$ cat config.mk
export PLATFORM = sky130hd
export DESIGN_NAME = sprite_quad_vertex_expander_top
export DESIGN_NICKNAME = d
export VERILOG_FILES = /design/src/rtl/sqve_pkg.sv /design/src/rtl/sprite_quad_vertex_expander_top.sv /design/src/rtl/sqve_ctrl.sv /design/src/rtl/sqve_dp.sv
export VERILOG_INCLUDE_DIRS = /design/src /design/src/rtl
export SDC_FILE = /design/constraint.sdc
export NUM_CORES = 1
export LEC_CHECK = 0
export ABC_AREA = 1
export BUFFER_PORTS_ARGS = -buffer_cell sky130_fd_sc_hd__buf_4
export CORE_MARGIN = 2
export CORE_UTILIZATION = 58
export DETAILED_ROUTE_END_ITERATION = 16
export HOLD_SLACK_MARGIN = 0.06
export PLACE_DENSITY_LB_ADDON = 0.12
export SYNTH_ARGS = -nofsm -noshare
export SYNTH_HDL_FRONTEND = slang
export SYNTH_HIERARCHICAL = 1
export SYNTH_SLANG_ARGS = --single-unit
export TNS_END_PERCENT = 10
$ cat constraint.sdc
create_clock -name clk -period 8.1 [get_ports clk]
set_input_delay 1.62 -clock clk [delete_from_list [all_inputs] [get_ports clk]]
set_output_delay 1.62 -clock clk [all_outputs]
set_load 0.02 [all_outputs]
$ cat src/rtl/assert_macros.svh
// Shared concurrent assertion macros; expect clk and rst_n in scope.
`ifndef ASSERT_MACROS_SVH
`define ASSERT_MACROS_SVH

// Same-cycle implication.
`define ASSERT_IMP(lbl, ante, cons) \
  lbl: assert property (@(posedge clk) disable iff (!rst_n) (ante) |-> (cons)) \
    else $error("assertion failed");

// Next-cycle implication.
`define ASSERT_NXT(lbl, ante, cons) \
  lbl: assert property (@(posedge clk) disable iff (!rst_n) (ante) |=> (cons)) \
    else $error("assertion failed");

`endif

$ cat src/rtl/sqve_pkg.sv
`default_nettype none

package sqve_pkg;

  localparam logic [1:0] CORNER_FIRST = 2'd0;
  localparam logic [1:0] CORNER_LAST  = 2'd3;

  typedef struct packed {
    logic               batch_start;
    logic signed [31:0] pos_x;
    logic signed [31:0] pos_y;
    logic signed [31:0] size_x;
    logic signed [31:0] size_y;
    logic signed [31:0] uv_left;
    logic signed [31:0] uv_top;
    logic signed [31:0] uv_width;
    logic signed [31:0] uv_height;
    logic        [63:0] color_rgba;
    logic        [31:0] rotation;
    logic        [31:0] texture_id;
  } sqve_in_t;

  typedef struct packed {
    logic signed [31:0] vert_pos_x;
    logic signed [31:0] vert_pos_y;
    logic signed [31:0] offset_x;
    logic signed [31:0] offset_y;
    logic signed [31:0] tex_u;
    logic signed [31:0] tex_v;
    logic        [31:0] packed_color;
    logic        [31:0] vert_rotation;
    logic        [3:0]  tex_slot;
    logic               slot_overflow;
    logic        [1:0]  corner;
    logic               last_corner;
  } sqve_out_t;

  typedef struct packed {
    logic       load_in;
    logic       load_sprite;
    logic       load_vert;
    logic [1:0] corner;
  } sqve_cmd_t;

  // floor(c * 255 / 32768), clamp to 255
  function automatic logic [7:0] chan8(input logic [15:0] c);
    logic [23:0] prod;
    logic [8:0]  v;
    prod = {c, 8'd0} - {8'd0, c};
    v    = prod[23:15];
    return v[8] ? 8'hFF : v[7:0];
  endfunction

endpackage

`default_nettype wire

$ cat src/rtl/sprite_quad_vertex_expander_top.sv
// Channel  Ports                         Word
// input    in_valid  in_ready  in_data   one sprite (sqve_in_t)
// output   out_valid out_ready out_data  one corner vertex (sqve_out_t)
//
// The output register takes one vertex per cycle unless the output stalls, four vertices per sprite.
// An accepted sprite passes the input register, then the sprite register, then the output reg.
// The next sprite is taken into the input register while the current quad is emitted.
// Reset empties the texture slot table; slot ids need no clearing.
// A stalled output holds the vertex and freezes the corner count.
`default_nettype none

module sprite_quad_vertex_expander_top #(
  parameter int SLOT_COUNT = 8
) (
  input  wire logic                clk,
  input  wire logic                rst_n,
  input  wire logic                in_valid,
  output logic                     in_ready,
  input  wire sqve_pkg::sqve_in_t  in_data,
  output logic                     out_valid,
  input  wire logic                out_ready,
  output sqve_pkg::sqve_out_t      out_data
);
  import sqve_pkg::*;

  sqve_cmd_t cmd;

  sqve_ctrl u_ctrl (
    .clk       (clk),
    .rst_n     (rst_n),
    .in_valid  (in_valid),
    .in_ready  (in_ready),
    .out_valid (out_valid),
    .out_ready (out_ready),
    .cmd       (cmd)
  );

  sqve_dp #(
    .SLOT_COUNT (SLOT_COUNT)
  ) u_dp (
    .clk      (clk),
    .rst_n    (rst_n),
    .cmd      (cmd),
    .in_data  (in_data),
    .out_data (out_data)
  );

endmodule

`default_nettype wire

$ cat src/rtl/sqve_ctrl.sv
`default_nettype none

module sqve_ctrl (
  input  wire logic                clk,
  input  wire logic                rst_n,
  input  wire logic                in_valid,
  output logic                     in_ready,
  output logic                     out_valid,
  input  wire logic                out_ready,
  output sqve_pkg::sqve_cmd_t      cmd
);
  import sqve_pkg::*;

  `include "assert_macros.svh"

  typedef enum logic {S_EMPTY, S_EMIT} sprite_state_t;

  sprite_state_t state_r, state_nxt;
  logic [1:0]    corner_r, corner_nxt;
  logic          in_full_r, in_full_nxt;
  logic          out_valid_r, out_valid_nxt;
  logic          out_free, load_vert, last, sprite_free, load_sprite, load_in;

  always_comb begin
    out_free    = !out_valid_r || out_ready;
    load_vert   = (state_r == S_EMIT) && out_free;
    last        = corner_r == CORNER_LAST;
    sprite_free = (state_r == S_EMPTY) || (load_vert && last);
    load_sprite = in_full_r && sprite_free;
    in_ready    = !in_full_r || load_sprite;
    load_in     = in_valid && in_ready;

    in_full_nxt   = load_in || (in_full_r && !load_sprite);
    out_valid_nxt = load_vert || (out_valid_r && !out_ready);
    state_nxt     = state_r;
    corner_nxt    = corner_r;
    priority if (load_sprite) begin
      state_nxt  = S_EMIT;
      corner_nxt = CORNER_FIRST;
    end else if (load_vert && last) begin
      state_nxt  = S_EMPTY;
    end else if (load_vert) begin
      corner_nxt = corner_r + 2'd1;
    end
  end

  always_ff @(posedge clk) begin
    if (!rst_n) begin
      state_r     <= S_EMPTY;
      corner_r    <= CORNER_FIRST;
      in_full_r   <= 1'b0;
      out_valid_r <= 1'b0;
    end else begin
      state_r     <= state_nxt;
      corner_r    <= corner_nxt;
      in_full_r   <= in_full_nxt;
      out_valid_r <= out_valid_nxt;
    end
  end

  assign out_valid = out_valid_r;
  assign cmd = '{load_in: load_in, load_sprite: load_sprite,
                 load_vert: load_vert, corner: corner_r};

  `ASSERT_NXT(a_hold_in, load_in, in_full_r)
  `ASSERT_NXT(a_quad_done, load_vert && last && !load_sprite, state_r == S_EMPTY)
  `ASSERT_NXT(a_stall_corner, (state_r == S_EMIT) && out_valid_r && !out_ready,
              $stable(corner_r))

endmodule

`default_nettype wire

$ cat src/rtl/sqve_dp.sv
`default_nettype none

module sqve_dp #(
  parameter int SLOT_COUNT = 8
) (
  input  wire logic                clk,
  input  wire logic                rst_n,
  input  wire sqve_pkg::sqve_cmd_t cmd,
  input  wire sqve_pkg::sqve_in_t  in_data,
  output sqve_pkg::sqve_out_t      out_data
);
  import sqve_pkg::*;

  localparam int CNT_W = $clog2(SLOT_COUNT + 1);
  localparam int IDX_W = (SLOT_COUNT > 1) ? $clog2(SLOT_COUNT) : 1;

  typedef struct packed {
    logic [31:0]      pos_x;
    logic [31:0]      pos_y;
    logic [31:0]      half_x;
    logic [31:0]      half_y;
    logic [31:0]      u_left;
    logic [31:0]      u_right;
    logic [31:0]      v_top;
    logic [31:0]      v_bottom;
    logic [31:0]      colour;
    logic [31:0]      rotation;
    logic [3:0]       slot;
    logic             overflow;
  } sqve_sprite_t;

  sqve_in_t     in_r;
  sqve_sprite_t sprite_r, sprite_nxt;
  sqve_out_t    out_r, out_nxt;
  logic [31:0]  slot_ids_r [SLOT_COUNT];
  logic [CNT_W-1:0] slots_used_r, slots_used_nxt;
  logic [CNT_W-1:0] used_eff, hit_slot, new_slot, slot_val;
  logic [31:0]  slot_wide;
  logic         found, full, do_append;

  always_comb begin
    used_eff = in_r.batch_start ? '0 : slots_used_r;
    found    = 1'b0;
    hit_slot = '0;
    for (int i = 0; i < SLOT_COUNT; i++) begin
      if (!found && (CNT_W'(i) < used_eff) && (slot_ids_r[i] == in_r.texture_id)) begin
        found    = 1'b1;
        hit_slot = CNT_W'(i + 1);
      end
    end
    full      = used_eff == CNT_W'(SLOT_COUNT);
    new_slot  = used_eff + CNT_W'(1);
    do_append = !found && !full;
    slot_val  = found ? hit_slot : (do_append ? new_slot : '0);
    slot_wide = 32'(slot_val);

    slots_used_nxt = slots_used_r;
    if (cmd.load_sprite) begin
      slots_used_nxt = do_append ? new_slot : used_eff;
    end

    sprite_nxt.pos_x    = in_r.pos_x;
    sprite_nxt.pos_y    = in_r.pos_y;
    sprite_nxt.half_x   = {in_r.size_x[31], in_r.size_x[31:1]};
    sprite_nxt.half_y   = {in_r.size_y[31], in_r.size_y[31:1]};
    sprite_nxt.u_left   = in_r.uv_left;
    sprite_nxt.u_right  = in_r.uv_left + in_r.uv_width;
    sprite_nxt.v_top    = in_r.uv_top;
    sprite_nxt.v_bottom = in_r.uv_top + in_r.uv_height;
    sprite_nxt.colour   = {chan8(in_r.color_rgba[63:48]), chan8(in_r.color_rgba[47:32]),
                           chan8(in_r.color_rgba[31:16]), chan8(in_r.color_rgba[15:0])};
    sprite_nxt.rotation = in_r.rotation;
    sprite_nxt.slot     = slot_wide[3:0];
    sprite_nxt.overflow = !found && full;
  end

  always_comb begin
    out_nxt.vert_pos_x    = sprite_r.pos_x;
    out_nxt.vert_pos_y    = sprite_r.pos_y;
    out_nxt.offset_x      = cmd.corner[1] ? sprite_r.half_x : 32'd0 - sprite_r.half_x;
    out_nxt.offset_y      = (cmd.corner == CORNER_FIRST || cmd.corner == CORNER_LAST) ?
                            sprite_r.half_y : 32'd0 - sprite_r.half_y;
    out_nxt.tex_u         = cmd.corner[1] ? sprite_r.u_right : sprite_r.u_left;
    out_nxt.tex_v         = (cmd.corner == CORNER_FIRST || cmd.corner == CORNER_LAST) ?
                            sprite_r.v_top : sprite_r.v_bottom;
    out_nxt.packed_color  = sprite_r.colour;
    out_nxt.vert_rotation = sprite_r.rotation;
    out_nxt.tex_slot      = sprite_r.slot;
    out_nxt.slot_overflow = sprite_r.overflow;
    out_nxt.corner        = cmd.corner;
    out_nxt.last_corner   = cmd.corner == CORNER_LAST;
  end

  always_ff @(posedge clk) begin
    if (!rst_n) begin
      slots_used_r <= '0;
    end else begin
      slots_used_r <= slots_used_nxt;
    end
  end

  always_ff @(posedge clk) begin
    if (cmd.load_in) begin
      in_r <= in_data;
    end
    if (cmd.load_sprite) begin
      sprite_r <= sprite_nxt;
    end
    if (cmd.load_sprite && do_append) begin
      slot_ids_r[used_eff[IDX_W-1:0]] <= in_r.texture_id;
    end
    if (cmd.load_vert) begin
      out_r <= out_nxt;
    end
  end

  assign out_data = out_r;

endmodule

`default_nettype wire
==> impl_metrics.toml, run 1 <==
[clock_tree]
ctsHoldBuffers = 0
clock_tree.root_cell = "sky130_fd_sc_hd__clkbuf_16"
cts_post_setup_buffers_inserted = 0
cts_buffers = 121
clk_pin_slew_worst_paths_ps = 60
tritoncts = "done"
resized_after_cts = 0
cts_sinks = 1235
clock_latency_ps = 700
cts_buffer_depth = 3
h_tree_levels = 3

[power]
power.switching_fraction_pct = 22.4
post-layout-total-power_uw = 14300
power_density_nw_per_um2 = 240
static-leakage-power_uw = 0.0229
power.net_switching_uw = 3200
peakVddDrop_mv = 0.207
comb_power_share_pct = 8.0
p_seq_share_pct = 53.4
intPower_uw = 11100
power.share.clock_pct = 38.6

[outcome]
status = "complete, no violations"

[worst_setup_path]
length_in_cells_of_the_worst_reg_to_reg_path = 15
critPathLaunchType = "input pin"
worstSetupEndpointType = "output pin"
cp_cell_sequence = "buf_4, inv_2, nand2_2, nand2_2, nand3_1, buf_4"
critical-path-max-stage-delay_ps = 260
crit_path_top_delay_cell = "sky130_fd_sc_hd__buf_4"
timing.rr.start = "u_dp/in_r[13]"
worst_ep_required_time_ps = 6480
crit-reg2reg-capture = "u_dp/slot_ids_r[0][7]"
timing.critical_path.fanout_max = 5
arrival_ps = 2480
reg2reg_setup_slack_ps = 4070
setup.worst_path.class = "input pin to output pin"

[timing]
finalSetupViolCount = 0
timing_hold_violations_final = 0
worst_clock_skew_ps = 30.2
grt_setup_unrepaired = "no"
timing.slew.headroom_pct = 32.4
worst-slew-pin-transition_ps = 1010
finalSetupTns_ps = 0
finalCritPeriodShare_pct = 50.6
count_of_pins_over_their_slew_limit = 0
fmax_ghz = 0.244
post-route-min-period_ps = 4100

[die]
die_area_sq_um = 87000
initial_core_utilization_pct = 58.7
die-width_microns = 295
ports = 655
placeable_core_area_sq_um = 83700
row_count = 106
fp.dieH_microns = 295

[route]
avgRoutedWirePerCell_microns = 20.7
first_iter_violations = 2473
dr.pass1.iters = 6
detail-route-antenna-nets = 0
route.final.wire_length_microns = 114000
remaining_drc_errors = 0
vias_per_cell = 5.27
route.vias.total = 28900

[layout]
areaGrowthSynthToFinish_pct = 20.8
num-nets-final = 4736
layout.filler_cells = 5673
post_route_cells_drive_above_1_share_pct = 21.4

[grt]
grt_pass1_vias = 28200
grt_first_pass_wirelength_microns = 167000
globalRoute.totalOverflow = 0
grt_max_degree = 165
antenna_found_initial = 18
grt.total_usage_pct = 25.9

[yosys]
synth_enable_flop_cells = 1226
netlist.top_cell.by_area = "sky130_fd_sc_hd__edfxtp_1"
synth.top_cell.area_share_pct = 75.0
syn_avg_cell_area_sq_um = 14.0
yosys_warnings = 6
yosys_register_bits = 1235
ys_types = 54
syn_nets = 3993
synth_async_sr_flop_share_pct = 0
synthesis.instances = 3502
synthTopCellsByCount = "1,226 x sky130_fd_sc_hd__edfxtp_1, 754 x sky130_fd_sc_hd__nand2_1, 262 x sky130_fd_sc_hd__nor2_1"
post_synth_instance_area_sq_um = 49100
synthTopCellsByArea = "sky130_fd_sc_hd__edfxtp_1 75%, sky130_fd_sc_hd__nand2_1 5.8%, sky130_fd_sc_hd__xor2_1 2.6%"
postSynth.topFlopCell = "sky130_fd_sc_hd__edfxtp_1"
synth.most_common_cell = "sky130_fd_sc_hd__edfxtp_1"
seq_area_frac_synth_pct = 75.4

[min_path]
worst_hold_startpoint = "u_dp/in_r[59]"
timing.hold.worst.class = "flop to flop"
whs_path_cells = 0
worstHoldEndpoint = "u_dp/out_nxt[35]"

[placed_design]
port_buffers = 652
post-dp-hpwl_microns = 79600
final_gp_congestion = 0.924

[flow_run]
maxCapViolCount = 0
==> registers in the layout, summed over array words and instances (netlist names) <==
| name | count |
|---|---|
| u_ctrl/corner_r | 2 |
| u_dp/slot_ids_r | 256 |
| u_ctrl/state_r | 1 |
| u_ctrl/in_full_r | 1 |
| u_dp/slots_used_r | 4 |
| u_dp/sprite_r | 190 |
| u_dp/out_nxt | 133 |
| u_ctrl/out_valid | 1 |
| u_dp/out_data | 264 |
| u_dp/in_r | 383 |
==> per-stage QoR <==
step | std cells | utilization [%] | area [sq um] | setup slack (ps) | hold WS (ps)
floorplan | 3502 | - | 49100 | 898 | 400
global placement | 5256 | 66.1 | 55300 | 3330 | 400
detailed placement | 5256 | 66.1 | 55300 | 3310 | 405
CTS | 5477 | 70.8 | 59300 | 3990 | 392
global route | 5487 | 70.9 | 59300 | 3740 | 409
finish | 5488 | 70.9 | 59300 | 4000 | 399
==> routing by layer <==
layer | global-route usage, % | wire length (microns) | vias up
met2 | 43.5 | 56400 | 1074
met4 | 10.2 | 4400 | 14
met1 | 32.4 | 43800 | 13800
li1 | - | - | 13800
met5 | 0 | 91 | -
met3 | 6.56 | 9120 | 234
==> worst max-delay path: cells and delay by family <==
family                 cells  cell delay (ps)
AND/OR/NAND/NOR            3              400
buffers and inverters      3              440
==> final cells by class <==
cell class                      instances  area [sq um]  area share (%)
Timing Repair Buffer                  675          5120            8.63
Multi-Input combinational cell       1934         10700            18.1
Tap cell                             1134          1420            2.39
Clock buffer                          152          3210            5.41
Antenna cell                           11          27.5          0.0464
Sequential cell                      1235         37000            62.4
Clock inverter                         69           716            1.21
Inverter                              278          1060            1.80
==> worst max path at each step <==
stage                  start                    end
6_report           out_ready               in_ready
5_1_grt        u_dp/in_r[13]  u_dp/slot_ids_r[0][7]
3_3_place_gp       out_ready     u_dp/sprite_r[182]
3_5_place_dp       out_ready       u_dp/out_nxt[17]
4_1_cts        u_dp/in_r[13]  u_dp/slot_ids_r[0][7]
2_1_floorplan      out_ready  u_dp/slot_ids_r[4][0]
==> power by group through the flow <==
stage | clock network [uW] | logic (uW) | registers [uW]
3_3_place_gp | 0 | 1120 | 7730
4_1_cts | 5610 | 1140 | 7610
6_report | 5510 | 1140 | 7610
5_1_grt | 5860 | 1250 | 7640
2_1_floorplan | 0 | 608 | 7760
3_5_place_dp | 0 | 1140 | 7740
==> layout by cell type, fill, tap and decap left out, types with 12 or more instances in the layout <==
cell	instances
sky130_fd_sc_hd__a21oi_1	108
sky130_fd_sc_hd__buf_4	671
sky130_fd_sc_hd__bufinv_16	12
sky130_fd_sc_hd__clkbuf_1	27
sky130_fd_sc_hd__clkbuf_16	123
sky130_fd_sc_hd__clkinv_1	19
sky130_fd_sc_hd__clkinv_2	23
sky130_fd_sc_hd__edfxtp_1	1226
sky130_fd_sc_hd__ha_1	99
sky130_fd_sc_hd__inv_1	249
sky130_fd_sc_hd__inv_2	24
sky130_fd_sc_hd__nand2_1	754
sky130_fd_sc_hd__nand3_1	102
sky130_fd_sc_hd__nand4_1	53
sky130_fd_sc_hd__nor2_1	260
sky130_fd_sc_hd__nor3_1	43
sky130_fd_sc_hd__nor4_1	23
sky130_fd_sc_hd__o21ai_0	72
sky130_fd_sc_hd__xnor2_1	143
sky130_fd_sc_hd__xor2_1	146
==> cell families after synthesis <==
family / share of synthesized area (%)
buffers and inverters: 2.85
DFF: 75.4
adders and majority gates: 2.63
and+or+nand+nor: 11.1
xor gates and xnor gates: 5.16
AOI/OAI and AO/OA: 2.94
(Power assumes the default switching activity.)
==> inputs of run 2 (changes only) <==
==> constraint.sdc (replaced) <==
create_clock -name clk -period 4 [get_ports clk]
set_input_delay 0.8 -clock clk [delete_from_list [all_inputs] [get_ports clk]]
set_output_delay 0.8 -clock clk [all_outputs]
set_load 0.02 [all_outputs]
==> run 2 against run 1 <==
- first-iteration DRC count is 9.2% lower
- worst hold slack worse by 140 ps
- sequential share of layout area is 0.55 points lower
- non-clock buffer count is 40 higher
- clock power is 100% higher
==> impl_metrics.toml, run 2 (synthesis gave the netlist of run 1 again) <==
[grt]
grt_pass1_vias = 28500
antenna_found_initial = 15
grt.total_usage_pct = 26.4
grt_met3_usage_pct = 6.85
grt-busiest-layer = "met2"
use_met1_pct = 33.0
grt_max_degree = 140
grt_first_pass_wirelength_microns = 170000
globalRoute.totalOverflow = 0
grt_use_met2_pct = 44.6

[worst_setup_path]
arrival_ps = 3990
worst_ep_required_time_ps = 4410
timing.critical_path.from = "u_dp/slots_used_r[0]"
critical-path-max-stage-delay_ps = 550
critPathLaunchType = "flop"
crit_path_top_delay_cell = "sky130_fd_sc_hd__dfxtp_1"
reg2reg_setup_slack_ps = 420
worst_path_most_repeated_cell = "sky130_fd_sc_hd__nor2_1"
length_in_cells_of_the_worst_reg_to_reg_path = 18
worstSetupEndpointType = "flop"
crit-reg2reg-capture = "u_dp/slot_ids_r[4][15]"
timing.rr.start = "u_dp/slots_used_r[0]"
timing.critical_path.fanout_max = 20
setup.worst_path.class = "flop to flop"
critPathCapture = "u_dp/slot_ids_r[4][15]"
cp_cell_sequence = "inv_1, nor2_1, inv_1, ha_1, nand2_1, nor2_1, nor2_1, nand2_1, nor2_1, nand3_1, nor2_1, nor2_4, nand4_4, nor2_4, nand3_4, buf_4, nor3_4, buf_4"

[layout]
largest_register_ff_count = 383
layout.cells.most_common = "sky130_fd_sc_hd__edfxtp_1"
layout.filler_cells = 5538
layout.cells.most_common_list = "1,226 x sky130_fd_sc_hd__edfxtp_1, 754 x sky130_fd_sc_hd__nand2_1, 698 x sky130_fd_sc_hd__buf_4"
areaGrowthSynthToFinish_pct = 21.9
top_register_by_number_of_flip_flops = "u_dp/in_r"
num-nets-final = 4775
final_non_filler_cell_total = 5533
post_route_cells_drive_above_1_share_pct = 22.3

[timing]
timing.slew.headroom_pct = 12.9
fmax_ghz = 0.280
count_of_pins_over_their_slew_limit = 0
worst-slew-pin-transition_ps = 1310
worst_clock_skew_ps = 33.7
post-route-min-period_ps = 3580
finalSetupViolCount = 0
post_route_setup_slack_ps = 424
finalCritPeriodShare_pct = 89.4
finalSetupTns_ps = 0
timing_hold_violations_final = 0
grt_setup_unrepaired = "no"

[placed_design]
final_gp_congestion = 0.963
post-dp-hpwl_microns = 83600
dp.cells = 5296
port_buffers = 652
dpl_worst_slack_ps = 447

[clock_tree]
clk_pin_slew_worst_paths_ps = 60
cts_buffers = 120
cts_post_setup_buffers_inserted = 0
cts_sinks = 1235
h_tree_levels = 3
ctsHoldBuffers = 0
resized_after_cts = 0
tritoncts = "done"
clock_latency_ps = 710
cts_buffer_depth = 3
clock_tree.root_cell = "sky130_fd_sc_hd__clkbuf_16"

[route]
route.final.wire_length_microns = 116000
avgRoutedWirePerCell_microns = 21.0
dr.pass1.iters = 7
route.vias.total = 29200
vias_per_cell = 5.29
first_iter_violations = 2245
detail-route-antenna-nets = 0
remaining_drc_errors = 0

[die]
die-width_microns = 295
row_count = 106
ports = 655
initial_core_utilization_pct = 58.7
die_area_sq_um = 87000
fp.dieH_microns = 295
placeable_core_area_sq_um = 83700

[flow_run]
maxCapViolCount = 0

[outcome]
status = "complete, no violations"

[power]
power_density_nw_per_um2 = 484
peakVddDrop_mv = 0.422
static-leakage-power_uw = 0.0232

[min_path]
timing.hold.worst.class = "input pin to flop"
-- run 2: through the flow --
stage               hold WS, ps  power (uW)  area [sq um]  util (%)
floorplan                   400       16900         49200         -
global placement            400       18000         55800      66.7
detailed placement          405       18000         55800      66.7
CTS                         222       29200         59800      71.5
global route                227       30000         59800      71.5
finish                      262       29000         59800      71.5
-- run 2: worst min-delay path by stage --
stage	from	to	slack (ps)	cells after the start
finish	in_data[113]	u_dp/in_r[113]	260	1
global route	in_data[65]	u_dp/in_r[65]	230	1
CTS	in_data[140]	u_dp/in_r[140]	220	1
detailed placement	u_dp/out_nxt[217]	u_dp/out_data[217]	400	0
global placement	u_dp/in_r[33]	u_dp/out_nxt[9]	400	0
floorplan	u_dp/out_nxt[10]	u_dp/out_data[10]	400	0
-- run 2: final cells by class --
type,instances,area (sq um),area share (%)
Sequential cell,1235,37000,61.8
Antenna cell,10,25.0,0.0418
Clock inverter,90,885,1.48
Clock buffer,137,3070,5.13
Multi-Input combinational cell,1934,10800,18.0
Timing Repair Buffer,715,5580,9.33
Tap cell,1134,1420,2.37
Inverter,278,1060,1.78
-- run 2: per-layer routing --
metal | share of wire (%) | up-vias
met5 | 0.063 | -
met1 | 38 | 14100
li1 | - | 13900
met4 | 3.5 | 12
met3 | 8.0 | 214
met2 | 50 | 1024
-- run 2: where the power goes --
group / leakage [uW] / internal, uW / switching [uW]
sequential: 0.0116 / 15000 / 320
clock: 0.00191 / 6370 / 4820
combinational: 0.00972 / 952 / 1470
-- run 2: critical path: cells and delay by family (launching register included) --
kind	cells	cell delay, ps
simple gates	13	1690
fa+ha+maj	1	230
buf+inv	4	800
flops	1	550
